`src/sv/hfu_pkg.sv`:
```
// Shared types and opcode constants for the hazard and forwarding unit.
package hfu_pkg;

    localparam logic [5:0] OP_SPECIAL = 6'h00;
    localparam logic [5:0] OP_LB      = 6'h20;
    localparam logic [5:0] OP_LH      = 6'h21;
    localparam logic [5:0] OP_LW      = 6'h23;
    localparam logic [5:0] OP_LBU     = 6'h24;
    localparam logic [5:0] OP_LHU     = 6'h25;
    localparam logic [5:0] OP_BEQ     = 6'h04;
    localparam logic [5:0] OP_BNE     = 6'h05;
    localparam logic [5:0] OP_BGTZ    = 6'h07;
    localparam logic [5:0] OP_LUI     = 6'h0F;
    localparam logic [5:0] OP_HALT    = 6'h3F;

    localparam logic [5:0] FN_SLL     = 6'h00;
    localparam logic [5:0] FN_SRL     = 6'h02;
    localparam logic [5:0] FN_SRA     = 6'h03;
    localparam logic [5:0] FN_JR      = 6'h08;

    localparam logic [2:0] WB_NONE    = 3'd0;
    localparam logic [2:0] WB_RD      = 3'd1;
    localparam logic [2:0] WB_RT      = 3'd2;
    localparam logic [2:0] WB_READ_RT = 3'd3;

    localparam int unsigned DATA_W = 32;

    // one input word as it arrives on the ports
    typedef struct packed {
        logic [11:0]       id_ops;
        logic [14:0]       id_regs;
        logic [2:0]        id_wb_kind;
        logic              id_nop;
        logic [11:0]       ex_ops;
        logic [14:0]       ex_regs;
        logic [2:0]        ex_wb_kind;
        logic              ex_nop;
        logic [5:0]        mem_opcode;
        logic [9:0]        mem_dest;
        logic [2:0]        mem_wb_kind;
        logic [DATA_W-1:0] mem_result;
    } in_word_t;

    // register matches and instruction classes after the first stage
    typedef struct packed {
        logic              mem_live;
        logic              mem_ld;
        logic              ex_valid;
        logic              ex_live;
        logic              ex_ld;
        logic              ex_nop;
        logic              ex_reads_rt;
        logic              mem_eq_ex_rs;
        logic              mem_eq_ex_rt;
        logic              mem_eq_id_rs;
        logic              mem_eq_id_rt;
        logic              ex_eq_id_rs;
        logic              ex_eq_id_rt;
        logic              id_reads_rt;
        logic              id_shift;
        logic              id_br_two;
        logic              id_br_one;
        logic              id_clear;
        logic              ex_clear;
        logic              ex_shift;
        logic [DATA_W-1:0] result;
    } class_t;

    // raw flags after the second stage, with the pending clear conditions
    typedef struct packed {
        logic              stall;
        logic              id_fwd_rs;
        logic              id_fwd_rt;
        logic              ex_fwd_rs;
        logic              ex_fwd_rt;
        logic              id_clear;
        logic              ex_clear;
        logic              ex_shift;
        logic [DATA_W-1:0] result;
    } flags_t;

    function automatic logic is_load(input logic [5:0] op);
        return (op == OP_LW) || (op == OP_LH) || (op == OP_LHU) ||
               (op == OP_LB) || (op == OP_LBU);
    endfunction

    function automatic logic is_shift_amt(input logic [5:0] op, input logic [5:0] fn);
        return (op == OP_SPECIAL) && ((fn == FN_SLL) || (fn == FN_SRL) || (fn == FN_SRA));
    endfunction

    function automatic logic has_dest(input logic [2:0] kind);
        return (kind == WB_RD) || (kind == WB_RT);
    endfunction

    function automatic logic reads_rt(input logic [2:0] kind);
        return (kind == WB_RD) || (kind == WB_READ_RT);
    endfunction

    // destination register number, zero when the kind writes nothing
    function automatic logic [4:0] dest_of(input logic [2:0] kind, input logic [4:0] rt,
                                           input logic [4:0] rd);
        logic [4:0] d;
        case (kind)
            WB_RD:   d = rd;
            WB_RT:   d = rt;
            default: d = 5'd0;
        endcase
        return d;
    endfunction

endpackage

```
`src/sv/hfu_classify.sv`:
```
// First stage: destination selection, register matches and opcode classes.
module hfu_classify (
    input  logic            aclk,
    input  logic            aresetn,
    input  logic            in_valid,
    input  logic            load,
    input  hfu_pkg::in_word_t in_word,
    output logic            out_valid,
    output hfu_pkg::class_t out_class
);

    logic            valid_reg;
    logic            valid_next;
    hfu_pkg::class_t class_reg;
    hfu_pkg::class_t class_next;

    logic [5:0] id_op, id_fn, ex_op, ex_fn;
    logic [4:0] id_rs, id_rt, ex_rs, ex_rt, ex_rd, mem_rt, mem_rd;
    logic [4:0] ex_dest, mem_dest;
    logic       ex_valid, mem_valid;

    always_comb begin
        id_op  = in_word.id_ops[11:6];
        id_fn  = in_word.id_ops[5:0];
        id_rs  = in_word.id_regs[14:10];
        id_rt  = in_word.id_regs[9:5];
        ex_op  = in_word.ex_ops[11:6];
        ex_fn  = in_word.ex_ops[5:0];
        ex_rs  = in_word.ex_regs[14:10];
        ex_rt  = in_word.ex_regs[9:5];
        ex_rd  = in_word.ex_regs[4:0];
        mem_rt = in_word.mem_dest[9:5];
        mem_rd = in_word.mem_dest[4:0];

        ex_dest   = hfu_pkg::dest_of(in_word.ex_wb_kind, ex_rt, ex_rd);
        mem_dest  = hfu_pkg::dest_of(in_word.mem_wb_kind, mem_rt, mem_rd);
        ex_valid  = hfu_pkg::has_dest(in_word.ex_wb_kind);
        mem_valid = hfu_pkg::has_dest(in_word.mem_wb_kind);

        class_next.mem_live     = mem_valid && (mem_dest != 5'd0);
        class_next.mem_ld       = hfu_pkg::is_load(in_word.mem_opcode);
        class_next.ex_valid     = ex_valid;
        class_next.ex_live      = ex_valid && (ex_dest != 5'd0);
        class_next.ex_ld        = hfu_pkg::is_load(ex_op);
        class_next.ex_nop       = in_word.ex_nop;
        class_next.ex_reads_rt  = hfu_pkg::reads_rt(in_word.ex_wb_kind);
        class_next.mem_eq_ex_rs = (mem_dest == ex_rs);
        class_next.mem_eq_ex_rt = (mem_dest == ex_rt);
        class_next.mem_eq_id_rs = (mem_dest == id_rs);
        class_next.mem_eq_id_rt = (mem_dest == id_rt);
        class_next.ex_eq_id_rs  = (ex_dest == id_rs);
        class_next.ex_eq_id_rt  = (ex_dest == id_rt);
        class_next.id_reads_rt  = hfu_pkg::reads_rt(in_word.id_wb_kind);
        class_next.id_shift     = hfu_pkg::is_shift_amt(id_op, id_fn);
        class_next.id_br_two    = (id_op == hfu_pkg::OP_BEQ) || (id_op == hfu_pkg::OP_BNE);
        class_next.id_br_one    = (id_op == hfu_pkg::OP_BGTZ) ||
                                  ((id_op == hfu_pkg::OP_SPECIAL) && (id_fn == hfu_pkg::FN_JR));
        class_next.id_clear     = in_word.id_nop || (id_op == hfu_pkg::OP_LUI) ||
                                  (id_op == hfu_pkg::OP_HALT);
        class_next.ex_clear     = (ex_op == hfu_pkg::OP_LUI) || (ex_op == hfu_pkg::OP_HALT);
        class_next.ex_shift     = hfu_pkg::is_shift_amt(ex_op, ex_fn);
        class_next.result       = in_word.mem_result;
    end

    assign valid_next = load ? in_valid : valid_reg;

    always_ff @(posedge aclk) begin
        if (!aresetn) begin
            valid_reg <= 1'b0;
        end else begin
            valid_reg <= valid_next;
        end
    end

    always_ff @(posedge aclk) begin
        if (load) begin
            class_reg <= class_next;
        end
    end

    assign out_valid = valid_reg;
    assign out_class = class_reg;

endmodule

```
`src/sv/hfu_resolve.sv`:
```
// Second stage: stall and forwarding decisions from the stage-one matches.
module hfu_resolve (
    input  logic            aclk,
    input  logic            aresetn,
    input  logic            in_valid,
    input  logic            load,
    input  hfu_pkg::class_t in_class,
    output logic            out_valid,
    output hfu_pkg::flags_t out_flags
);

    logic            valid_reg;
    logic            valid_next;
    hfu_pkg::flags_t flags_reg;
    hfu_pkg::flags_t flags_next;

    logic mem_stall, ex_hit, mem_ld_hit, load_use;

    always_comb begin
        // plain dependence on the memory stage; shift by amount drops the rs part
        mem_stall = in_class.mem_live &&
                    ((in_class.mem_eq_id_rs && !in_class.id_shift &&
                      !(in_class.ex_valid && in_class.ex_eq_id_rs)) ||
                     (in_class.id_reads_rt && in_class.mem_eq_id_rt &&
                      !(in_class.ex_valid && in_class.ex_eq_id_rt)));

        ex_hit     = 1'b0;
        mem_ld_hit = 1'b0;
        flags_next.id_fwd_rs = 1'b0;
        flags_next.id_fwd_rt = 1'b0;

        if (in_class.id_br_two) begin
            ex_hit     = !in_class.ex_nop && in_class.ex_live &&
                         (in_class.ex_eq_id_rs || in_class.ex_eq_id_rt);
            mem_ld_hit = !ex_hit && in_class.mem_live && in_class.mem_ld &&
                         (in_class.mem_eq_id_rs || in_class.mem_eq_id_rt);
            flags_next.id_fwd_rs = !ex_hit && in_class.mem_live && !in_class.mem_ld &&
                                   in_class.mem_eq_id_rs;
            flags_next.id_fwd_rt = !ex_hit && in_class.mem_live && !in_class.mem_ld &&
                                   in_class.mem_eq_id_rt;
        end else if (in_class.id_br_one) begin
            ex_hit     = !in_class.ex_nop && in_class.ex_live && in_class.ex_eq_id_rs;
            mem_ld_hit = !ex_hit && in_class.mem_live && in_class.mem_ld &&
                         in_class.mem_eq_id_rs;
            flags_next.id_fwd_rs = !ex_hit && in_class.mem_live && !in_class.mem_ld &&
                                   in_class.mem_eq_id_rs;
        end

        load_use = in_class.ex_live && in_class.ex_ld &&
                   (in_class.ex_eq_id_rs || (in_class.id_reads_rt && in_class.ex_eq_id_rt));

        flags_next.stall = ((in_class.id_br_two || in_class.id_br_one) ?
                            (ex_hit || mem_ld_hit) : mem_stall) || load_use;
        flags_next.ex_fwd_rs = in_class.mem_live && in_class.mem_eq_ex_rs;
        flags_next.ex_fwd_rt = in_class.mem_live && in_class.ex_reads_rt &&
                               in_class.mem_eq_ex_rt;
        flags_next.id_clear  = in_class.id_clear;
        flags_next.ex_clear  = in_class.ex_clear;
        flags_next.ex_shift  = in_class.ex_shift;
        flags_next.result    = in_class.result;
    end

    assign valid_next = load ? in_valid : valid_reg;

    always_ff @(posedge aclk) begin
        if (!aresetn) begin
            valid_reg <= 1'b0;
        end else begin
            valid_reg <= valid_next;
        end
    end

    always_ff @(posedge aclk) begin
        if (load) begin
            flags_reg <= flags_next;
        end
    end

    assign out_valid = valid_reg;
    assign out_flags = flags_reg;

endmodule

```
`src/sv/mips_hazard_forward_unit.sv`:
```
// Top level: three-stage hazard detection and forwarding pipeline.
//
// Usage: the input channel (s_*) carries one word per cycle holding the
// decode, execute and memory stage fields of a five-stage MIPS pipeline.
// The result channel (m_*) returns, for each word, the decode stall flag,
// the four forwarding flags and the value to forward (the memory result).
// Both channels use valid/ready; a word moves when both are high.
// Stages: an accepted word passes the match/classify register, the decision
// register and the output register before its result shows on m_valid.
// Throughput: one word per cycle; each stage advances whenever the stage
// after it is empty or moving, so the block keeps accepting while a result
// waits on the output register as long as an earlier stage has room.
// Stall: with m_ready low the output register holds its word and the stages
// behind it fill up; s_ready drops only when all three stages are full.
// Reset: aresetn low (synchronous) empties every stage; results come back
// in input order with nothing dropped or repeated.
module mips_hazard_forward_unit (
    input  logic        aclk,
    input  logic        aresetn,
    input  logic        s_valid,
    output logic        s_ready,
    input  logic [11:0] s_id_ops,
    input  logic [14:0] s_id_regs,
    input  logic [2:0]  s_id_wb_kind,
    input  logic        s_id_nop,
    input  logic [11:0] s_ex_ops,
    input  logic [14:0] s_ex_regs,
    input  logic [2:0]  s_ex_wb_kind,
    input  logic        s_ex_nop,
    input  logic [5:0]  s_mem_opcode,
    input  logic [9:0]  s_mem_dest,
    input  logic [2:0]  s_mem_wb_kind,
    input  logic [31:0] s_mem_result,
    output logic        m_valid,
    input  logic        m_ready,
    output logic        m_id_stall,
    output logic        m_id_fwd_rs,
    output logic        m_id_fwd_rt,
    output logic        m_ex_fwd_rs,
    output logic        m_ex_fwd_rt,
    output logic [31:0] m_forward_value
);

    hfu_pkg::in_word_t in_word;
    hfu_pkg::class_t   s1_class;
    hfu_pkg::flags_t   s2_flags;
    logic              s1_valid, s2_valid;
    logic              s1_ready, s2_ready, s3_ready;

    logic        out_valid_reg, out_valid_next;
    logic        stall_reg, stall_next;
    logic        id_fwd_rs_reg, id_fwd_rs_next;
    logic        id_fwd_rt_reg, id_fwd_rt_next;
    logic        ex_fwd_rs_reg, ex_fwd_rs_next;
    logic        ex_fwd_rt_reg, ex_fwd_rt_next;
    logic [31:0] value_reg, value_next;

    assign in_word = '{
        id_ops:      s_id_ops,
        id_regs:     s_id_regs,
        id_wb_kind:  s_id_wb_kind,
        id_nop:      s_id_nop,
        ex_ops:      s_ex_ops,
        ex_regs:     s_ex_regs,
        ex_wb_kind:  s_ex_wb_kind,
        ex_nop:      s_ex_nop,
        mem_opcode:  s_mem_opcode,
        mem_dest:    s_mem_dest,
        mem_wb_kind: s_mem_wb_kind,
        mem_result:  s_mem_result
    };

    // a stage advances when the one after it is empty or moving on
    assign s3_ready = !out_valid_reg || m_ready;
    assign s2_ready = !s2_valid || s3_ready;
    assign s1_ready = !s1_valid || s2_ready;
    assign s_ready  = s1_ready;

    hfu_classify u_classify (
        .aclk      (aclk),
        .aresetn   (aresetn),
        .in_valid  (s_valid),
        .load      (s1_ready),
        .in_word   (in_word),
        .out_valid (s1_valid),
        .out_class (s1_class)
    );

    hfu_resolve u_resolve (
        .aclk      (aclk),
        .aresetn   (aresetn),
        .in_valid  (s1_valid),
        .load      (s2_ready),
        .in_class  (s1_class),
        .out_valid (s2_valid),
        .out_flags (s2_flags)
    );

    // final stage: drop flags for nop/lui/halt and shift-amount operands
    always_comb begin
        out_valid_next = s3_ready ? s2_valid : out_valid_reg;
        stall_next     = s2_flags.stall     && !s2_flags.id_clear;
        id_fwd_rs_next = s2_flags.id_fwd_rs && !s2_flags.id_clear;
        id_fwd_rt_next = s2_flags.id_fwd_rt && !s2_flags.id_clear;
        ex_fwd_rs_next = s2_flags.ex_fwd_rs && !s2_flags.ex_clear && !s2_flags.ex_shift;
        ex_fwd_rt_next = s2_flags.ex_fwd_rt && !s2_flags.ex_clear;
        value_next     = s2_flags.result;
    end

    always_ff @(posedge aclk) begin
        if (!aresetn) begin
            out_valid_reg <= 1'b0;
        end else begin
            out_valid_reg <= out_valid_next;
        end
    end

    always_ff @(posedge aclk) begin
        if (s3_ready) begin
            stall_reg     <= stall_next;
            id_fwd_rs_reg <= id_fwd_rs_next;
            id_fwd_rt_reg <= id_fwd_rt_next;
            ex_fwd_rs_reg <= ex_fwd_rs_next;
            ex_fwd_rt_reg <= ex_fwd_rt_next;
            value_reg     <= value_next;
        end
    end

    assign m_valid         = out_valid_reg;
    assign m_id_stall      = stall_reg;
    assign m_id_fwd_rs     = id_fwd_rs_reg;
    assign m_id_fwd_rt     = id_fwd_rt_reg;
    assign m_ex_fwd_rs     = ex_fwd_rs_reg;
    assign m_ex_fwd_rt     = ex_fwd_rt_reg;
    assign m_forward_value = value_reg;

    // a full first stage blocked by the second keeps its word
    a_s1_hold: assert property (@(posedge aclk) disable iff (!aresetn)
        s1_valid && !s2_ready |=> s1_valid && $stable(s1_class))
        else $error("stage one word lost while blocked");

    // a full second stage blocked by the output keeps its word
    a_s2_hold: assert property (@(posedge aclk) disable iff (!aresetn)
        s2_valid && !s3_ready |=> s2_valid && $stable(s2_flags))
        else $error("stage two word lost while blocked");

    // input is refused only when every stage is occupied
    a_ready_full: assert property (@(posedge aclk) disable iff (!aresetn)
        !s_ready |-> s1_valid && s2_valid && m_valid && !m_ready)
        else $error("input refused with room in the pipeline");

    // reset empties the pipeline
    a_reset_empty: assert property (@(posedge aclk)
        !aresetn |=> !m_valid && !s2_valid && !s1_valid)
        else $error("pipeline not empty after reset");

endmodule
```
`config.mk`:
```
export PLATFORM = sky130hd
export DESIGN_NAME = mips_hazard_forward_unit
export DESIGN_NICKNAME = d
export VERILOG_FILES = /design/src/sv/hfu_pkg.sv /design/src/sv/hfu_classify.sv /design/src/sv/hfu_resolve.sv /design/src/sv/mips_hazard_forward_unit.sv
export SDC_FILE = /design/constraint.sdc
export NUM_CORES = 1
export LEC_CHECK = 0
export BUFFER_PORTS_ARGS = -buffer_cell sky130_fd_sc_hd__buf_4
export CAP_MARGIN = 20
export CORE_UTILIZATION = 30
export CTS_CLUSTER_SIZE = 12
export DETAILED_ROUTE_END_ITERATION = 10
export MAX_ROUTING_LAYER = met4
export PLACE_DENSITY = 0.53
export RECOVER_POWER = 100
export SYNTH_ARGS = -nofsm -noshare
export SYNTH_HDL_FRONTEND = slang
export SYNTH_SLANG_ARGS = --single-unit
```
`constraint.sdc`:
```
create_clock -name aclk -period 2.3 [get_ports aclk]
set_input_delay 0 -clock aclk [delete_from_list [all_inputs] [get_ports aclk]]
set_output_delay 0 -clock aclk [all_outputs]
set_load 0.005 [all_outputs]
```
# Yosys cells after proc, flatten, opt, wreduce, memory -nomap -nowiden
# Cells that the tools add are included.
[totals]
output_inout_bits = 39
register_bits = 132
[op_classes]
n_mux = 9
n_eq_ne = 35
n_reduce_logical = 88
[ops]
columns = ["op", "count"]
rows = [
  ["6-bit == test, second input constant", 12],
  ["1-bit logical AND", 38],
  ["1-bit logical OR", 31],
  ["5-bit == test", 6],
  ["6-bit by 2-bit == test with 1-bit output, second input constant", 4],
  ["6-bit logical NOT", 4],
  ["5-bit one-hot mux with 2 select lines", 2],
  ["6-bit by 3-bit == test with 1-bit output, second input constant", 3],
  ["6-bit by 4-bit == test with 1-bit output, second input constant", 3],
  ["1-bit logical NOT", 13],
  ["3-bit by 2-bit == test with 1-bit output, second input constant", 4],
  ["5-bit nonzero test", 2],
  ["3-bit by 1-bit == test with 1-bit output, second input constant", 3],
  ["1-bit 2-to-1 mux", 7],
]

# Longest topological paths before layout
# Gate-level depths: netlist (run 1).
[logic_depth]
ltp_word = 12
depth_mapped = 5
mapped_depth_nobuf = 4

# Modules after synthesis
# From an unflattened synthesis (run 1), not the netlist that was laid out.
[hier_totals]
hier_cells = 302
hier_area_um2 = 5162.5
[modules_own_cells]
columns = ["mod", "n_inst", "area_each_um2", "cells_per_inst"]
rows = [
  ["hfu_classify", 1, 2576.2, 184],
  ["hfu_resolve", 1, 1388.8, 70],
  ["mips_hazard_forward_unit", 1, 1197.4, 48],
]

# Worst setup path after synthesis (run 1)
# OpenSTA, ideal clock, no wires.
[synth_path]
kind = "register to register"
from = "register out_valid_reg (netlist: m_valid)"
to = "register u_classify.class_reg (netlist bit u_classify.out_class[0]), enable pin"
setup_slack_ns = -0.313
path_stages_with_launch = 3
arrival_ns = 1.851
n_path_buf = 0
setup_ns = 0.762
path_cell_list = "dfxtp_1 -> nor2b_1 -> nand3_1"
[synth_between]
elab_chain_len = 4
[synth_rtl]
columns = ["item", "line", "source"]
rows = [
  ["from (decl)", "mips_hazard_forward_unit.sv:50", "logic out_valid_reg, out_valid_next;"],
  ["from (signal assigned)", "mips_hazard_forward_unit.sv:114", "out_valid_reg <= out_valid_next;"],
  ["1-bit logical NOT", "mips_hazard_forward_unit.sv:74", "assign s3_ready = !out_valid_reg || m_ready;"],
  ["1-bit logical OR", "mips_hazard_forward_unit.sv:74", ""],
  ["1-bit logical OR", "mips_hazard_forward_unit.sv:75", "assign s2_ready = !s2_valid || s3_ready;"],
  ["1-bit logical OR", "mips_hazard_forward_unit.sv:76", "assign s1_ready = !s1_valid || s2_ready;"],
  ["via s_ready", "mips_hazard_forward_unit.sv:21", "output logic s_ready,"],
  ["to (signal assigned)", "hfu_classify.sv:77", "class_reg <= class_next;"],
  ["to (decl)", "hfu_classify.sv:14", "hfu_pkg::class_t class_reg;"],
]
# The timed path passes the listed nets, and every way through them passes these cells.
# A chain may end at the register's enable or synchronous reset.

==> metrics, run 1 <==
status complete, no violations; Mapped Cells 292; average size of a mapped cell 17.34 um2; worst r2r path cells 3; cell family with most CP delay buffers and inverters; DRC 0; Yosys cell types 39; Synth Area in Compound Gates 4.275%; Hold Path Cell Cnt 3; post-synth net total 409; Post-Synth XOR/XNOR Area 3.632%; clk sinks approximately 130; commonest non-fill, non-tap cell in the layout edfxtp_1; Crit. End Element register; WP buf/inv 3; power per cell area 786.6 nW/um2; Worst EP arrival 2.47 ns; most frequent cells in the layout edfxtp_1 (129), buf_4 (70), clkbuf_4 (70); final setup fails 0; Synth Register Bits between 100 and 150; CTS Buf Count 17; max reg flops 52; Ys Warns 0; cell area after layout between 7000 and 8000 um2; Crit Path Class in -> reg; initial antenna violation count 0; final worst-path cycle share 95.19%; VDD IR max between 0.4 and 0.5 mV; PortBufs 149; DP HPWL 6.963 mm; placed cell area roughly 6500 um2; clock latency at the later pin of the worst-skew pair 0.41 ns; Rel. slew slack 34.05%; Clock Skew 0.005476 ns; core area 16,520 um2; Initial Utilization 30.64%; Filler Cells Inserted 1,482; Leak 3.065 nW; fmax between 400 and 500 MHz; Synth Area in Adders 0%; DIE HEIGHT about 130 um; vias in the first global route 3,300; post-route ant nets 0; Worst Hold Class in -> reg; Simple-Gate Fraction of Synth Area 13.47%; layout cells sized above 1 34.54%; # Max-Cap Violations 0; clock slew at reported path FFs 0.05 ns; root buf cell clkbuf_16; RePlAce Congestion about 0.86; diode count 0; clk buf depth 2; via count 3,315; DRT Wirelength approximately 9.9 mm; Die W 131.9 um; Area Growth Syn to Fin 48.53%; minimum clock period around 2.2 ns; drt wl/cell 13.33 um; WP data required 2.58 ns; Worst path max stage delay 0.66 ns; dpl cells 659; Post-synth EDFFs around 130; RSZ-0062 raised after global routing no; global-route wire length before repair 15.78 mm; final core utilization 45.51%; Non-Filler Instances between 700 and 800; Fin Setup TNS 0 ns; setup bufs post-CTS 0; initial detailed-routing violation count around 160; post-DR vias/cell 4.456; Post-layout nets 628; CTS H-Tree Depth 4; Cell Area, Synth ~5100 um2; Crit-path slowest cell or4b_2; Slew Viols, Final 0; Ports 156; mux cell area share after synthesis 0%; top_reg_cell synth edfxtp_1; num rows 47; WP depth 7; Total GRT Usage between 10 and 15%; cell mode on critical path dlygate4sd3_1; die area roughly 17,000 um2; worst-path cell chain dlygate4sd3_1 -> clkbuf_1 -> nor4_1 -> nand3_1 -> or4b_2 -> o41ai_1 -> dlygate4sd3_1; GRT overflow 0; final hold vios 0; setup ws final roughly 0.11 ns; Async S/R FF share, synth 0%; drt first pass iters 4; type of origin of the critical path primary input; CP max FO 3; actual slew at the worst max-slew pin 0.9893 ns; pre-CTS setup slack ~0.62 ns; register area share after synthesis 77.69%; largest family of logic cells by synthesized area simple AND/OR/NAND/NOR gates; CTS tree built; largest net degree at the start of global routing 55
## final timing paths
path,end,startpoint,slack [ns]
setup / recovery,u_classify.out_class[35],s_id_ops[9],0.11
hold / removal,u_classify.out_class[49],s_ex_wb_kind[1],0.03
setup reg to reg,m_forward_value[25],m_valid,0.51
hold reg to reg,u_resolve.out_flags[22],u_classify.out_class[22],0.41
## layout make-up
| cell class | instances | area (um2) | share of cell area, % |
|---|---|---|---|
| Timing Repair Buffer | 206 | 1633 | 21.71 |
| Multi-Input combinational cell | 149 | 1052 | 13.99 |
| Inverter | 5 | 18.77 | 0.2495 |
| Tap cell | 220 | 275.3 | 3.660 |
| Sequential cell | 132 | 3934 | 52.30 |
| Clock buffer | 18 | 429.2 | 5.706 |
| Clock inverter | 14 | 178.9 | 2.379 |
## stage by stage
step	hold slack [ns]	power (W)
3_3_place_gp	0.1792	0.003217
4_1_cts	0.01964	0.006019
2_1_floorplan	0.09887	0.002964
3_5_place_dp	0.1795	0.003227
5_1_grt	0.03708	0.006126
6_report	0.02658	0.005916
## cell usage after synthesis (2+ instances only)
library cell | n | area (um2)
and3_1 | 15 | 93.84
buf_2 | 3 | 15.01
xor2_1 | 20 | 175.2
edfxtp_1 | 129 | 3874
nor3_1 | 2 | 10.01
o21ai_0 | 3 | 15.01
and2_1 | 2 | 12.51
nand2_1 | 8 | 30.03
a21oi_1 | 20 | 100.1
nand3b_1 | 14 | 105.1
nor2b_1 | 12 | 75.07
dfxtp_1 | 3 | 60.06
nor4_1 | 3 | 18.77
or4_1 | 4 | 30.03
nor4_2 | 6 | 75.07
nor2_1 | 7 | 26.28
nand3_1 | 3 | 15.01
clkbuf_2 | 2 | 10.01
a32oi_1 | 2 | 17.52
nand4bb_1 | 7 | 78.83
a21o_1 | 2 | 15.01
or4_4 | 4 | 45.04
inv_1 | 5 | 18.77
## worst min-delay path, stage by stage
cell,delay (ns)
buf_4,0.15
xnor2_1,0.07
nor2_1,0.09
## logic make-up after synthesis
group / count (synthesis)
buffers and inverters: 11
xor gates and xnor gates: 21
DFF: 132
AOI/OAI and AO/OA: 35
and+or+nand+nor: 93
## metal layers
metal | share of wire, % | up-vias | GRT usage (%)
met2 | 48 | 147 | 19.72
met4 | 1.6 | 0 | 6.395
met3 | 6.4 | 19 | 3.537
met5 | 0 | - | -
met1 | 44 | 1556 | 13.94
li1 | - | 1593 | -
## repair_timing
item	4_1_cts	5_1_grt
hold buffers	53	0
gates resized for setup	0	0
endpoints found under the hold margin	47	0
## report_power, final
group / switching, W / internal, W / total, W
combinational: 0.000151 / 0.000270 / 0.000421
clock: 0.000981 / 0.00172 / 0.00270
sequential: 0.0000372 / 0.00276 / 0.00280
total: 0.00117 / 0.00475 / 0.00592
Power figures use the tool's default switching activity.
==> inputs of run 2 (changes only) <==
--- a/config.mk
+++ b/config.mk
@@ -15,4 +15,5 @@
 export RECOVER_POWER = 100
 export SYNTH_ARGS = -nofsm -noshare
 export SYNTH_HDL_FRONTEND = slang
+export SYNTH_HIERARCHICAL = 1
 export SYNTH_SLANG_ARGS = --single-unit
==> metrics, run 2 <==
cell taking the most area after synthesis edfxtp_1; post_cts resized 0; WP buf/inv 2; top-area cell type share of the netlist area approximately 75%; minimum clock period just over 2 ns; final core utilization 45.41%; diode count 0; clock latency at the later pin of the worst-skew pair ~0.40 ns; Synth Register Bits 132; average size of a mapped cell 17.09 um2; status complete, no violations; drt first pass iters 4; top_reg_cell synth edfxtp_1; VDD IR max between 0.3 and 0.4 mV; DRT Wirelength 10.53 mm; Mapped Cells approximately 300; root buf cell clkbuf_16; fmax 494.7 MHz; CP max FO 8; initial detailed-routing violation count 182; Synth top cells by count edfxtp_1 (129), a21oi_1 (20), xor2_1 (20); Cell Area, Synth roughly 5200 um2; type of origin of the critical path primary input; clock slew at reported path FFs 0.05 ns; global-route wire length before repair 17.26 mm; WP data required between 2 and 2.5 ns; vias in the first global route ~3,600; num rows 47; setup bufs post-CTS 0; post-synth net total 419; core area 16,700 um2; most frequent cells in the layout edfxtp_1 (129), buf_4 (70), clkbuf_4 (68); final worst-path cycle share 87.88%; power per cell area 758.1 nW/um2; Slew Viols, Final 0; Crit-path slowest cell dlygate4sd3_1; cell family with most CP delay simple AND/OR/NAND/NOR gates; Async S/R FF share, synth 0%; largest net degree at the start of global routing 54; final hold vios 0; Pwr Total 0.005749 W; initial antenna violation count 0; worst-path cell chain dlygate4sd3_1 -> buf_4 -> nand4bb_1 -> and3_1 -> or4_4 -> nor4_1; CTS H-Tree Depth 4; Initial Utilization between 30% and 40%; GRT overflow 0; PortBufs about 150; top post-synthesis cells by area edfxtp_1 (75%), xor2_1 (3.4%), a21oi_1 (1.9%), nand3b_1 (1.9%), nand4bb_4 (1.6%); DRC 0; Worst Hold Class in -> reg; RSZ-0062 raised after global routing no; # Max-Cap Violations 0; Fin Setup TNS 0 ns; Rel. slew slack 28.10%; Worst path max stage delay 0.54 ns; Worst EP arrival ~2.2 ns; Leak 3.072 nW; Crit. End Element register; Total GRT Usage 12.93%; clk buf depth 2; CTS Buf Count 17; Post-synth EDFFs approximately 130; die area 17,740 um2; max reg flops 52; Crit Path Class in -> reg; commonest non-fill, non-tap cell in the layout edfxtp_1; register area share after synthesis 76.20%; Ys Warns 6; Area Growth Syn to Fin 46.90%; post-route ant nets 0; clk sinks 132; Clock Skew 0.008848 ns; layout cells sized above 1 between 30% and 40%; post-DR vias/cell approximately 4.5; CTS tree built; final setup fails 0; DIE HEIGHT 133.2 um; via count 3,386; RePlAce Congestion 0.8376; actual slew at the worst max-slew pin 1.079 ns; top-count cell post-synth edfxtp_1; Post-layout nets 641; Die W between 100 and 150 um; Yosys cell types 47; drt wl/cell 13.95 um; Ports 156; DP HPWL 7.195 mm
run 2: changes by cell type in the layout (fill, tap and decap cells not counted), sizes merged, moves of 3 or more:
| cell | before | now |
|---|---|---|
| nand3 | 3 | 9 |
| nor2 | 7 | 13 |
| and3 | 15 | 11 |
| clkinv | 8 | 4 |
| nand4bb | 8 | 4 |
| or4bb | 0 | 4 |
| clkbuf | 101 | 98 |
| clkinvlp | 2 | 5 |
| inv | 6 | 9 |
| nor2b | 12 | 9 |
| nor4 | 9 | 12 |
| or4 | 8 | 5 |
run 2: kinds of logic (layout without fill, tap and decap cells):
group	Yosys count	after routing	synth area share, %
DFF	132	132	76.20
and+or+nand+nor	101	101	14.59
AOI/OAI and AO/OA	34	34	4.048
xor gates and xnor gates	22	22	3.733
buffers and inverters	11	244	1.042
muxes	2	2	0.3878
run 2: worst paths after layout:
check,from,cells past startpoint,slack (ns),end
min reg2reg,u_resolve/out_flags[2],0,0.41,m_forward_value[2]
max reg2reg,m_valid,3,0.45,u_resolve/out_flags[5]
min,s_ex_regs[9],3,0.02,u_classify/out_class[48]
max,s_mem_wb_kind[2],6,0.28,u_classify/out_class[43]
run 2: cell type report:
type	instances	area, um2
Clock buffer	17	425.4
Clock inverter	13	135.1
Fill cell	1541	9117
Inverter	7	26.28
Multi-Input combinational cell	159	1130
Sequential cell	132	3934
Tap cell	220	275.3
Timing Repair Buffer	207	1658
run 2: where the power goes:
part           internal, W  switching [W]
logic             0.000273       0.000159
clock network      0.00158       0.000945
registers          0.00276      0.0000374
total              0.00461        0.00114
run 2: timing repair:
item	4_1_cts	5_1_grt
hold buffers	55	0
setup endpoints to repair	0	0
hold endpoints to repair	49	0
run 2: worst register-to-register path, cell delays in order, from the launching register on:
cell	delay, ns
dfxtp_1	0.32
nor2b_1	0.30
nand2_2	0.11
clkbuf_2	0.62
run 2: stage by stage:
stage | instances | hold slack [ns] | instance area [um2] | setup slack [ns]
6_report | 755 | 0.01666 | 7584 | 0.2787
5_1_grt | 755 | 0.01125 | 7584 | 0.2034
4_1_cts | 755 | 0.002029 | 7682 | 0.5386
3_5_place_dp | 670 | 0.1793 | 6571 | 0.7694
3_3_place_gp | 670 | 0.1787 | 6571 | 0.7885
2_1_floorplan | 302 | 0.09887 | 5167 | 0.4794
run 2: layer usage:
metal | vias to the layer above | GRT usage [%] | share of wire, %
li1 | 1634 | - | -
met1 | 1607 | 14.55 | 43
met2 | 131 | 21.84 | 51
met3 | 14 | 3.653 | 5.1
met4 | 0 | 4.861 | 1.4
met5 | - | - | 0
